$ cat src/dnle_pkg.sv
// shared types and constants for the dns name label encoder
package dnle_pkg;

    localparam int LEN_W         = 6;
    localparam int LABEL_MAX_DEF = 62;
    localparam logic [7:0] DOT_CHAR = 8'h2E;

    localparam int QUEUE_DEPTH = 4;
    localparam int QPTR_W      = $clog2(QUEUE_DEPTH);
    localparam int QCNT_W      = $clog2(QUEUE_DEPTH + 1);

    // one queued command: a buffer write or a label/terminator burst
    typedef struct packed {
        logic             is_emit;
        logic [7:0]       char_byte;
        logic [LEN_W-1:0] len;
        logic             ovf;
        logic             term;
        logic             has_label;
    } t_cmd;

endpackage

$ cat src/dnle_char_if.sv
// input channel: one name character or an end-of-name mark per item
interface dnle_char_if;
    logic       valid;
    logic       ready;
    logic [7:0] char_byte;
    logic       end_of_name;

    modport source (output valid, output char_byte, output end_of_name, input ready);
    modport sink   (input valid, input char_byte, input end_of_name, output ready);
endinterface

$ cat src/dnle_byte_if.sv
// output channel: one wire-format byte per item
interface dnle_byte_if;
    logic       valid;
    logic       ready;
    logic [7:0] out_byte;
    logic       last_of_run;
    logic       label_too_long;

    modport source (output valid, output out_byte, output last_of_run,
                    output label_too_long, input ready);
    modport sink   (input valid, input out_byte, input last_of_run,
                    input label_too_long, output ready);
endinterface

$ cat src/dnle_front.sv
// front end: accepts characters, tracks label length and overflow, issues commands
module dnle_front
    import dnle_pkg::*;
#(
    parameter int LABEL_MAX = LABEL_MAX_DEF
) (
    input  logic        i_clk,
    input  logic        i_rst_n,
    dnle_char_if.sink   i_char,
    output t_cmd        o_cmd,
    output logic        o_push,
    input  logic        i_full
);

    logic [LEN_W-1:0] r_count, n_count;
    logic             r_ovf, n_ovf;
    logic             accept;
    logic             is_char;
    logic             room;

    assign i_char.ready = !i_full;
    assign accept  = i_char.valid && i_char.ready;
    assign is_char = !i_char.end_of_name && (i_char.char_byte != DOT_CHAR);
    assign room    = r_count < LEN_W'(LABEL_MAX);

    // overflowing characters are dropped without a command
    assign o_push = accept && (!is_char || room);

    always_comb begin
        o_cmd.is_emit   = !is_char;
        o_cmd.char_byte = i_char.char_byte;
        o_cmd.len       = r_count;
        o_cmd.ovf       = r_ovf;
        o_cmd.term      = i_char.end_of_name;
        o_cmd.has_label = !i_char.end_of_name || (r_count != '0) || r_ovf;
    end

    always_comb begin
        n_count = r_count;
        n_ovf   = r_ovf;
        if (accept) begin
            if (is_char) begin
                if (room) begin
                    n_count = r_count + LEN_W'(1);
                end else begin
                    n_ovf = 1'b1;
                end
            end else begin
                n_count = '0;
                n_ovf   = 1'b0;
            end
        end
    end

    always_ff @(posedge i_clk) begin
        if (!i_rst_n) begin
            r_count <= '0;
            r_ovf   <= 1'b0;
        end else begin
            r_count <= n_count;
            r_ovf   <= n_ovf;
        end
    end

endmodule

$ cat src/dnle_queue.sv
// short command queue between front and back ends
module dnle_queue
    import dnle_pkg::*;
(
    input  logic i_clk,
    input  logic i_rst_n,
    input  logic i_push,
    input  t_cmd i_cmd,
    output logic o_full,
    output logic o_valid,
    output t_cmd o_cmd,
    input  logic i_pop
);

    t_cmd              r_mem [QUEUE_DEPTH];
    logic [QPTR_W-1:0] r_wp, r_rp;
    logic [QCNT_W-1:0] r_cnt;
    logic              do_push;
    logic              do_pop;

    assign o_full  = r_cnt == QCNT_W'(QUEUE_DEPTH);
    assign o_valid = r_cnt != '0;
    assign o_cmd   = r_mem[r_rp];
    assign do_push = i_push && !o_full;
    assign do_pop  = i_pop && o_valid;

    always_ff @(posedge i_clk) begin
        if (do_push) begin
            r_mem[r_wp] <= i_cmd;
        end
    end

    always_ff @(posedge i_clk) begin
        if (!i_rst_n) begin
            r_wp  <= '0;
            r_rp  <= '0;
            r_cnt <= '0;
        end else begin
            if (do_push) begin
                r_wp <= (r_wp == QPTR_W'(QUEUE_DEPTH - 1)) ? '0 : r_wp + QPTR_W'(1);
            end
            if (do_pop) begin
                r_rp <= (r_rp == QPTR_W'(QUEUE_DEPTH - 1)) ? '0 : r_rp + QPTR_W'(1);
            end
            case ({do_push, do_pop})
                2'b10:   r_cnt <= r_cnt + QCNT_W'(1);
                2'b01:   r_cnt <= r_cnt - QCNT_W'(1);
                default: r_cnt <= r_cnt;
            endcase
        end
    end

endmodule

$ cat src/dnle_back.sv
// back end: label buffer, burst sequencer and output register
module dnle_back
    import dnle_pkg::*;
#(
    parameter int LABEL_MAX = LABEL_MAX_DEF
) (
    input  logic        i_clk,
    input  logic        i_rst_n,
    input  logic        i_valid,
    input  t_cmd        i_cmd,
    output logic        o_pop,
    dnle_byte_if.source o_byte
);

    localparam int AW = (LABEL_MAX > 1) ? $clog2(LABEL_MAX) : 1;

    localparam logic [1:0] ST_IDLE = 2'd0;
    localparam logic [1:0] ST_DATA = 2'd1;
    localparam logic [1:0] ST_TERM = 2'd2;

    logic [7:0]       r_store [LABEL_MAX];
    logic [7:0]       r_mem_q;

    logic [1:0]       r_state, n_state;
    logic [LEN_W-1:0] r_idx, n_idx;

    // stage one holds the generated byte, or marks that it comes from the buffer read
    logic             r_s1_v;
    logic [7:0]       r_s1_byte;
    logic             r_s1_last;
    logic             r_s1_err;
    logic             r_s1_mem;

    logic             r_out_v;
    logic [7:0]       r_out_byte;
    logic             r_out_last;
    logic             r_out_err;

    logic             out_move;
    logic             adv;
    logic             gen;
    logic [7:0]       g_byte;
    logic             g_last;
    logic             g_mem;
    logic             rd_en;
    logic             wr_en;

    assign out_move = r_s1_v && (!r_out_v || o_byte.ready);
    assign adv      = !r_s1_v || out_move;

    always_comb begin
        n_state = r_state;
        n_idx   = r_idx;
        gen     = 1'b0;
        g_byte  = '0;
        g_last  = 1'b0;
        g_mem   = 1'b0;
        rd_en   = 1'b0;
        wr_en   = 1'b0;
        o_pop   = 1'b0;
        unique case (r_state)
            ST_IDLE: begin
                if (i_valid) begin
                    if (!i_cmd.is_emit) begin
                        wr_en = 1'b1;
                        o_pop = 1'b1;
                    end else if (adv) begin
                        gen = 1'b1;
                        if (i_cmd.has_label) begin
                            g_byte = 8'(i_cmd.len);
                            if (i_cmd.len != '0) begin
                                n_state = ST_DATA;
                                n_idx   = '0;
                            end else if (i_cmd.term) begin
                                n_state = ST_TERM;
                            end else begin
                                g_last = 1'b1;
                                o_pop  = 1'b1;
                            end
                        end else begin
                            // lone terminator
                            g_last = 1'b1;
                            o_pop  = 1'b1;
                        end
                    end
                end
            end
            ST_DATA: begin
                if (adv) begin
                    gen   = 1'b1;
                    g_mem = 1'b1;
                    rd_en = 1'b1;
                    n_idx = r_idx + LEN_W'(1);
                    if (r_idx == i_cmd.len - LEN_W'(1)) begin
                        if (i_cmd.term) begin
                            n_state = ST_TERM;
                        end else begin
                            g_last  = 1'b1;
                            o_pop   = 1'b1;
                            n_state = ST_IDLE;
                        end
                    end
                end
            end
            ST_TERM: begin
                if (adv) begin
                    gen     = 1'b1;
                    g_last  = 1'b1;
                    o_pop   = 1'b1;
                    n_state = ST_IDLE;
                end
            end
            default: begin
                n_state = ST_IDLE;
            end
        endcase
    end

    always_ff @(posedge i_clk) begin
        if (wr_en) begin
            r_store[i_cmd.len[AW-1:0]] <= i_cmd.char_byte;
        end
        if (rd_en) begin
            r_mem_q <= r_store[r_idx[AW-1:0]];
        end
    end

    always_ff @(posedge i_clk) begin
        if (adv && gen) begin
            r_s1_byte <= g_byte;
            r_s1_last <= g_last;
            r_s1_err  <= i_cmd.ovf;
            r_s1_mem  <= g_mem;
        end
        if (out_move) begin
            r_out_byte <= r_s1_mem ? r_mem_q : r_s1_byte;
            r_out_last <= r_s1_last;
            r_out_err  <= r_s1_err;
        end
    end

    always_ff @(posedge i_clk) begin
        if (!i_rst_n) begin
            r_state <= ST_IDLE;
            r_idx   <= '0;
            r_s1_v  <= 1'b0;
            r_out_v <= 1'b0;
        end else begin
            r_state <= n_state;
            r_idx   <= n_idx;
            if (adv) begin
                r_s1_v <= gen;
            end
            if (out_move) begin
                r_out_v <= 1'b1;
            end else if (o_byte.ready) begin
                r_out_v <= 1'b0;
            end
        end
    end

    assign o_byte.valid          = r_out_v;
    assign o_byte.out_byte       = r_out_byte;
    assign o_byte.last_of_run    = r_out_last;
    assign o_byte.label_too_long = r_out_err;

endmodule

$ cat src/dns_name_label_encoder_top.sv
// Encodes a dotted host name, one character per item, into DNS wire format: a length
// byte and the label bytes per label, then a zero byte. The front end takes one item
// per cycle while the four-entry command queue has room; the back end writes each stored
// character into its label buffer while idle and reads the buffer back while it sends a
// label's bytes, so it takes no new command from the queue during a burst, and its output
// can be held by back-pressure. Characters beyond LABEL_MAX are dropped and the whole
// burst of that label is flagged with label_too_long. The label buffer needs no clearing
// after reset.
module dns_name_label_encoder_top
    import dnle_pkg::*;
#(
    parameter int LABEL_MAX = LABEL_MAX_DEF
) (
    input  logic        i_clk,
    input  logic        i_rst_n,
    dnle_char_if.sink   i_char,
    dnle_byte_if.source o_byte
);

    t_cmd push_cmd;
    t_cmd head_cmd;
    logic push;
    logic full;
    logic head_valid;
    logic pop;

    dnle_front #(
        .LABEL_MAX (LABEL_MAX)
    ) u_front (
        .i_clk   (i_clk),
        .i_rst_n (i_rst_n),
        .i_char  (i_char),
        .o_cmd   (push_cmd),
        .o_push  (push),
        .i_full  (full)
    );

    dnle_queue u_queue (
        .i_clk   (i_clk),
        .i_rst_n (i_rst_n),
        .i_push  (push),
        .i_cmd   (push_cmd),
        .o_full  (full),
        .o_valid (head_valid),
        .o_cmd   (head_cmd),
        .i_pop   (pop)
    );

    dnle_back #(
        .LABEL_MAX (LABEL_MAX)
    ) u_back (
        .i_clk   (i_clk),
        .i_rst_n (i_rst_n),
        .i_valid (head_valid),
        .i_cmd   (head_cmd),
        .o_pop   (pop),
        .o_byte  (o_byte)
    );

endmodule
$ cat src/flat_wrapper.sv
// flat-port wrapper written by rule: the top's interface ports become plain ports
module dns_name_label_encoder_top_flat import dnle_pkg::*;
#(
    parameter int LABEL_MAX = LABEL_MAX_DEF
)
  (i_clk, i_rst_n, i_char_valid, i_char_char_byte, i_char_end_of_name, i_char_ready, o_byte_valid, o_byte_out_byte, o_byte_last_of_run, o_byte_label_too_long, o_byte_ready);
  dnle_char_if i_char_i ();
  dnle_byte_if o_byte_i ();
  input  logic i_clk;
  input  logic i_rst_n;
  input wire logic [$bits(i_char_i.valid)-1:0] i_char_valid;
  input wire logic [$bits(i_char_i.char_byte)-1:0] i_char_char_byte;
  input wire logic [$bits(i_char_i.end_of_name)-1:0] i_char_end_of_name;
  output wire logic [$bits(i_char_i.ready)-1:0] i_char_ready;
  output wire logic [$bits(o_byte_i.valid)-1:0] o_byte_valid;
  output wire logic [$bits(o_byte_i.out_byte)-1:0] o_byte_out_byte;
  output wire logic [$bits(o_byte_i.last_of_run)-1:0] o_byte_last_of_run;
  output wire logic [$bits(o_byte_i.label_too_long)-1:0] o_byte_label_too_long;
  input wire logic [$bits(o_byte_i.ready)-1:0] o_byte_ready;
  assign i_char_i.valid = i_char_valid;
  assign i_char_i.char_byte = i_char_char_byte;
  assign i_char_i.end_of_name = i_char_end_of_name;
  assign i_char_ready = i_char_i.ready;
  assign o_byte_valid = o_byte_i.valid;
  assign o_byte_out_byte = o_byte_i.out_byte;
  assign o_byte_last_of_run = o_byte_i.last_of_run;
  assign o_byte_label_too_long = o_byte_i.label_too_long;
  assign o_byte_i.ready = o_byte_ready;
  dns_name_label_encoder_top #(.LABEL_MAX(LABEL_MAX)) u_core (.i_clk(i_clk), .i_rst_n(i_rst_n), .i_char(i_char_i), .o_byte(o_byte_i));
endmodule
$ cat config.mk
export PLATFORM = sky130hd
export DESIGN_NAME = dns_name_label_encoder_top_flat
export DESIGN_NICKNAME = d
export VERILOG_FILES = /design/src/dnle_pkg.sv /design/src/dnle_char_if.sv /design/src/dnle_byte_if.sv /design/src/dnle_front.sv /design/src/dnle_queue.sv /design/src/dnle_back.sv /design/src/dns_name_label_encoder_top.sv /design/src/flat_wrapper.sv
export SDC_FILE = /design/constraint.sdc
export NUM_CORES = 1
export LEC_CHECK = 0
export BUFFER_PORTS_ARGS = -buffer_cell sky130_fd_sc_hd__clkbuf_2
export CAP_MARGIN = 10
export CORE_AREA = 2 2 231 233
export DETAILED_ROUTE_END_ITERATION = 10
export DIE_AREA = 0 0 233 235
export PLACE_DENSITY = 0.65
export SKIP_LAST_GASP = 1
export SLEW_MARGIN = 20
export SYNTH_ARGS = -nofsm -noshare
export SYNTH_HDL_FRONTEND = slang
export SYNTH_HIERARCHICAL = 1
export SYNTH_SLANG_ARGS = --single-unit
$ cat constraint.sdc
create_clock -name i_clk -period 4.4 [get_ports i_clk]
set_clock_uncertainty 0.2 [all_clocks]
set_input_delay 0.88 -clock i_clk [delete_from_list [all_inputs] [get_ports i_clk]]
set_output_delay 0.88 -clock i_clk [all_outputs]
set_load 0.03 [all_outputs]
=== After elaboration in Yosys (flattened, before gate mapping) ===
Memory sizes are Yosys's and may differ from the RTL's. A register that Yosys moved wholly into a read port is not among the register bits.
Index checks and enable logic that the tools add are counted.

* Shifts and indexed selects: 0
* Bitwise operators: 0
* Reduce and logical (&&, ||, !) cells: 31
* Eq/ne operators: 20
* Muxes and demuxes: 54
* Order comparisons: 1
* $mul: 0
* Add/sub/neg operators: 7
* Divide/modulo/power cells: 0

{| class="wikitable"
|+ Operators with widths
! kind !! number
|-
| 6-bit 2-to-1 mux || 8
|-
| 2-bit 2-to-1 mux || 14
|-
| 1-bit 2-to-1 mux || 25
|-
| 2-bit != test, second input constant || 7
|-
| 6-bit by 1-bit adder with 6-bit output, second input constant || 2
|-
| 6-bit case mux with 2 select lines || 1
|-
| 6-bit nonzero test || 2
|-
| 2-bit == test, second input constant || 4
|-
| 8-bit 2-to-1 mux || 1
|-
| 8-bit by 6-bit != test with 1-bit output, second input constant || 1
|-
| 8-bit AND reduction || 1
|-
| 1-bit logical AND || 7
|-
| 7-bit AND reduction || 1
|-
| 6-bit == test || 1
|-
| 6-bit less-than comparator, second input constant || 1
|-
| 2-bit by 1-bit != test with 1-bit output, second input constant || 3
|-
| 1-bit case mux with 3 select lines || 2
|-
| 2-bit case mux with 3 select lines || 1
|-
| 3-bit case mux with 2 select lines || 1
|-
| 2-bit nonzero test || 3
|-
| 6-bit by 1-bit subtractor with 6-bit output, second input constant || 1
|-
| 1-bit zero test || 5
|-
| 1-bit logical OR || 5
|-
| 5-bit AND reduction || 1
|-
| 12 further kinds || 15
|}

* Word-level logic and storage cells: 132
* Input bits: 13
* Register bits: 45
* Bits in read-only memories: 0
* Memories: 2
* Output and inout port bits: 12
* Bits in writable memories: 568
* Bits in latches: 0

{| class="wikitable"
|+ Memories
! name !! words !! bits a word !! read ports !! clocked after Yosys merged registers in !! write ports !! RTL line !! source
|-
| u_core.u_back.r_store || 62 || 8 || 1 || 1 || 1 || dnle_back.sv:21 || <nowiki>logic [7:0] r_store [LABEL_MAX];</nowiki>
|-
| u_core.u_queue.r_mem || 4 || 18 || 1 || 1 || 1 || dnle_queue.sv:15 || <nowiki>t_cmd r_mem [QUEUE_DEPTH];</nowiki>
|}

=== Longest topological paths before layout ===
* Depth after elaboration: 11
* Mapped depth: 18

=== Modules after synthesis ===
The synthesis kept the hierarchy.

{| class="wikitable"
|+ Modules (own cells, without submodules)
! module !! cells each !! instances !! area each (um2)
|-
| dnle_back || 1,088 || 1 || 21,249.1
|-
| dnle_queue || 150 || 1 || 3,134.3
|-
| dnle_front || 62 || 1 || 484.2
|}

=== Worst setup path before layout ===
No wires, ideal clock.

* Path type: register to register
* Start point: reg with a tool-made name
* End point: reg u_core.u_queue.r_cnt[2]
* Stages on the path, launching flop included: 19
* Path slack: 0.206 ns
* Data required time: 4.124 ns
* Library setup time: 0.076 ns
* Arrival time: 3.918 ns
* Cells stage by stage: dfxtp_1 > buf_6 > buf_12 > mux4_2 > buf_2 > or3_1 > buf_2 > or3_1 > o21ai_0 > a21boi_0 > o31ai_1 > o31ai_1 > inv_1 > ha_1 > inv_1 > fa_1 > xor2_1 > or3_1 > a21boi_0

{| class="wikitable"
|+ RTL lines
! item !! RTL line !! source
|-
| end signal: assignment || dnle_queue.sv:46 || <nowiki>2'b10: r_cnt <= r_cnt + QCNT_W'(1);</nowiki>
|-
| end signal: assignment || dnle_queue.sv:47 || <nowiki>2'b01: r_cnt <= r_cnt - QCNT_W'(1);</nowiki>
|-
| end signal: assignment || dnle_queue.sv:48 || <nowiki>default: r_cnt <= r_cnt;</nowiki>
|-
| end: declaration || dnle_queue.sv:17 || <nowiki>logic [QCNT_W-1:0] r_cnt;</nowiki>
|}

==> metrics <==
# DRC 0; drt pass-1 iters 5; Endpoint, Worst Hold u_core/u_back/o_byte.label_too_long; Max-slew headroom about 34%; hold wc startpoint u_core/u_back/r_s1_err; HP Class reg -> reg; clk buf depth 3; final core utilization 53.79%; flops & latches, synth 621; total CTS buffers 61; Hold WS ~0.2 ns; critical path's slowest cell mux4_1; power per cell area 542.5 nW/um2; pre-CTS WS -0.1487 ns; CP required 4.74 ns; # rows 84; first-pass GRT wire length 79170 um; critical path class reg -> reg; chip width 233 um; WHS Path Cells 0; Max Slew Vio Count 0; status finished, final reports clean; sequential fraction of the synthesis area 73.94%; Synth cell types 58; Clk Tree Root Cell clkbuf_16; ANT cells 0; nets 1424; number of global-route vias before repair 12400; Reg clk slew, reported paths 0.06 ns; peak supply drop around 0.52 mV; Post-synth EDFFs 595; CTS sink cnt around 620; fmax 0.2365 GHz; R2R Path End u_core/u_queue/r_cnt[2]; final setup fails 0; via total after detailed routing 12420; drt via density just under 6; TNS Setup 0 ns; Synthesized Nets 1328; Worst Path Buf+Inv 2; Core Area approximately 52000 um2; fin crit period 4.229 ns; initial DRC count about 1100; final hold viol count 0; Buffers on Ports 24; GRT overflow 0; Async S/R FF share, synth 0%; fin crit share 96.12%; max_cap viols 0; crit path max fanout 9; reg2reg setup slack 0.17 ns; I/O pin cnt 25; drt wl/cell around 24 um; final worst slack 0.1708 ns; worst slew pin tran 0.9882 ns; CP cell instances mux4_1 > nor3_1 > mux2i_1 > a2bb2oi_1 > a2111oi_2 > o21ai_1 > o31ai_1 > o31ai_2 > inv_1 > ha_1 > inv_1 > fa_1 > xor2_1 > or3_1 > a21boi_0; Initial Util 47.61%; die height 235 um; H-tree levels 2; Filler cells 3980; Avg Cell Area, Syn 19.13 um2; final wirelength slightly above 50000 um; Reg2Reg Depth 15; largest net degree at the start of global routing 111; Area growth, synth to finish 12.99%; Worst-Skew Late Latency 0.63 ns; crit end category register; post-DP HPWL 31480 um; TritonCTS clock tree yes; CP max stage delay 0.72 ns; GRT Total Usage 19.36%; Syn. warnings 6; layout cell share with drive strength beyond 1 24.65%; type of origin of the critical path register; Worst EP arrival 4.57 ns; ys flop type edfxtp_1; initial antenna violation count 0; gpl congestion 0.8021; cell count after synthesis 1300; CP delay by family, top compound AO/OA/AOI/OAI gates; Routed Antenna Nets 0; Die ar. 54760 um2; Pleak ~8.7 nW; Post-Syn Area 24870 um2; CP dominant cell by count inv_1; # hold bufs at CTS 0
state kept, by name (all words and copies together) (netlist names), 2 cells and up, named ones only:
| register | count |
|---|---|
| u_core/u_back/r_s1_byte | 6 |
| u_core/u_back/r_store | 496 |
| u_core/u_front/r_count | 6 |
| u_core/u_back/r_mem_q | 8 |
| u_core/u_back/r_state | 2 |
| u_core/u_back/o_byte.out_byte | 8 |
| u_core/u_queue/r_mem | 72 |
| u_core/u_queue/r_wp | 2 |
| u_core/u_queue/r_rp | 2 |
| u_core/u_back/r_idx | 6 |
| u_core/u_queue/r_cnt | 3 |
layout by cell type, fill, tap and decap left out, drive strengths merged, types with 8 or more instances in the layout:
master and instances:
o21ai 26, clkbuf 98, a21oi 20, nand3 12, buf 85, bufinv 8
mux2i 61, dfxtp 26, nor3 11, nor2 89, mux4 126, edfxtp 595
clkinv 28, a211oi 22, nor2b 24, ha 14, and2 19, mux2 26
inv 18, o22ai 13, nand2 46
final cells by class:
cell class                      instances  area [um2]  area share [%]
Clock inverter                         41       437.9           1.559
Clock buffer                           74        1585           5.642
Timing Repair Buffer                  109       783.3           2.788
Inverter                               18       67.56          0.2405
Multi-Input combinational cell        585        5961           21.21
Sequential cell                       621       18400           65.49
Tap cell                              688       860.8           3.064
kinds of logic (layout without fill, tap and decap cells):
kind of cell	Yosys count	after routing	synth area share, %
flops	621	621	73.94
simple gates	231	231	4.468
mux	213	213	15.26
compound gates	119	119	3.180
buf+inv	94	242	2.123
fa+ha+maj	15	15	0.7849
xor+xnor	7	7	0.2465
layer usage:
layer	share of wire, %	vias up	track usage [%]
met2	49	431	30.56
met1	43	6489	27.79
met4	2.4	0	5.366
met3	6.1	77	3.592
met5	0	-	0
li1	-	5422	-
Yosys cell counts, types with 6 or more instances:
master / instances / share of area [%]
nor2_1: 89 / 1.3
mux2i_1: 61 / 2.5
dfxtp_1: 26 / 2.1
a21oi_1: 18 / 0.36
o31ai_1: 6 / 0.18
clkbuf_1: 20 / 0.30
nor3_1: 11 / 0.22
a211oi_1: 21 / 0.63
o22ai_1: 13 / 0.33
edfxtp_1: 595 / 72
nand3_1: 12 / 0.24
mux2_2: 26 / 1.2
and2_1: 19 / 0.48
o21ai_0: 22 / 0.44
or3_1: 6 / 0.15
buf_2: 24 / 0.48
nand2_1: 46 / 0.69
inv_1: 17 / 0.26
ha_1: 14 / 0.70
mux4_2: 112 / 10
buf_4: 20 / 0.60
nor2b_1: 24 / 0.60
mux4_1: 14 / 1.5
o221ai_1: 6 / 0.21
and3_1: 6 / 0.15
power by group:
group          switching (mW)  total (mW)  internal [mW]
Clock                    2.20        5.24           3.04
Combinational            1.68        2.38          0.704
Sequential              0.117        7.62           7.51
metrics by stage:
step	area [um2]	cells	power (mW)
after floorplan	24870	1300	9.208
after global placement	26040	2018	10.03
after detailed placement	26040	2018	10.12
after CTS	28070	2133	15.34
after global routing	28100	2136	15.82
final	28100	2136	15.24
timing repair:
item                                    4_1_cts  5_1_grt
gates resized for setup                       2        7
buffers inserted                              0        3
endpoints found under the setup margin        1        1
pin swaps                                     0        0
worst register-to-register path, stage by stage, from the launching register on:
cell	delay [ns]
dfxtp_2	0.40
mux4_1	0.72
nor3_1	0.48
mux2i_1	0.17
a2bb2oi_1	0.19
a2111oi_2	0.36
o21ai_1	0.12
o31ai_1	0.09
o31ai_2	0.14
inv_1	0.07
ha_1	0.17
inv_1	0.06
fa_1	0.38
xor2_1	0.16
or3_1	0.30
a21boi_0	0.16
worst max-delay path by stage:
stage | from | end | slack (ns) | cells after the start
floorplan | register | u_core/u_queue/r_cnt[2] | 0.21 | 18
global placement | register | u_core/u_queue/r_cnt[2] | -0.02 | 17
detailed placement | register | u_core/u_queue/r_cnt[2] | -0.15 | 17
CTS | register | u_core/u_queue/r_cnt[2] | 0.03 | 17
global route | register | u_core/u_queue/r_cnt[2] | -0.05 | 15
finish | register | u_core/u_queue/r_cnt[2] | 0.17 | 15
Note: power is estimated with default switching activity, not from simulation.
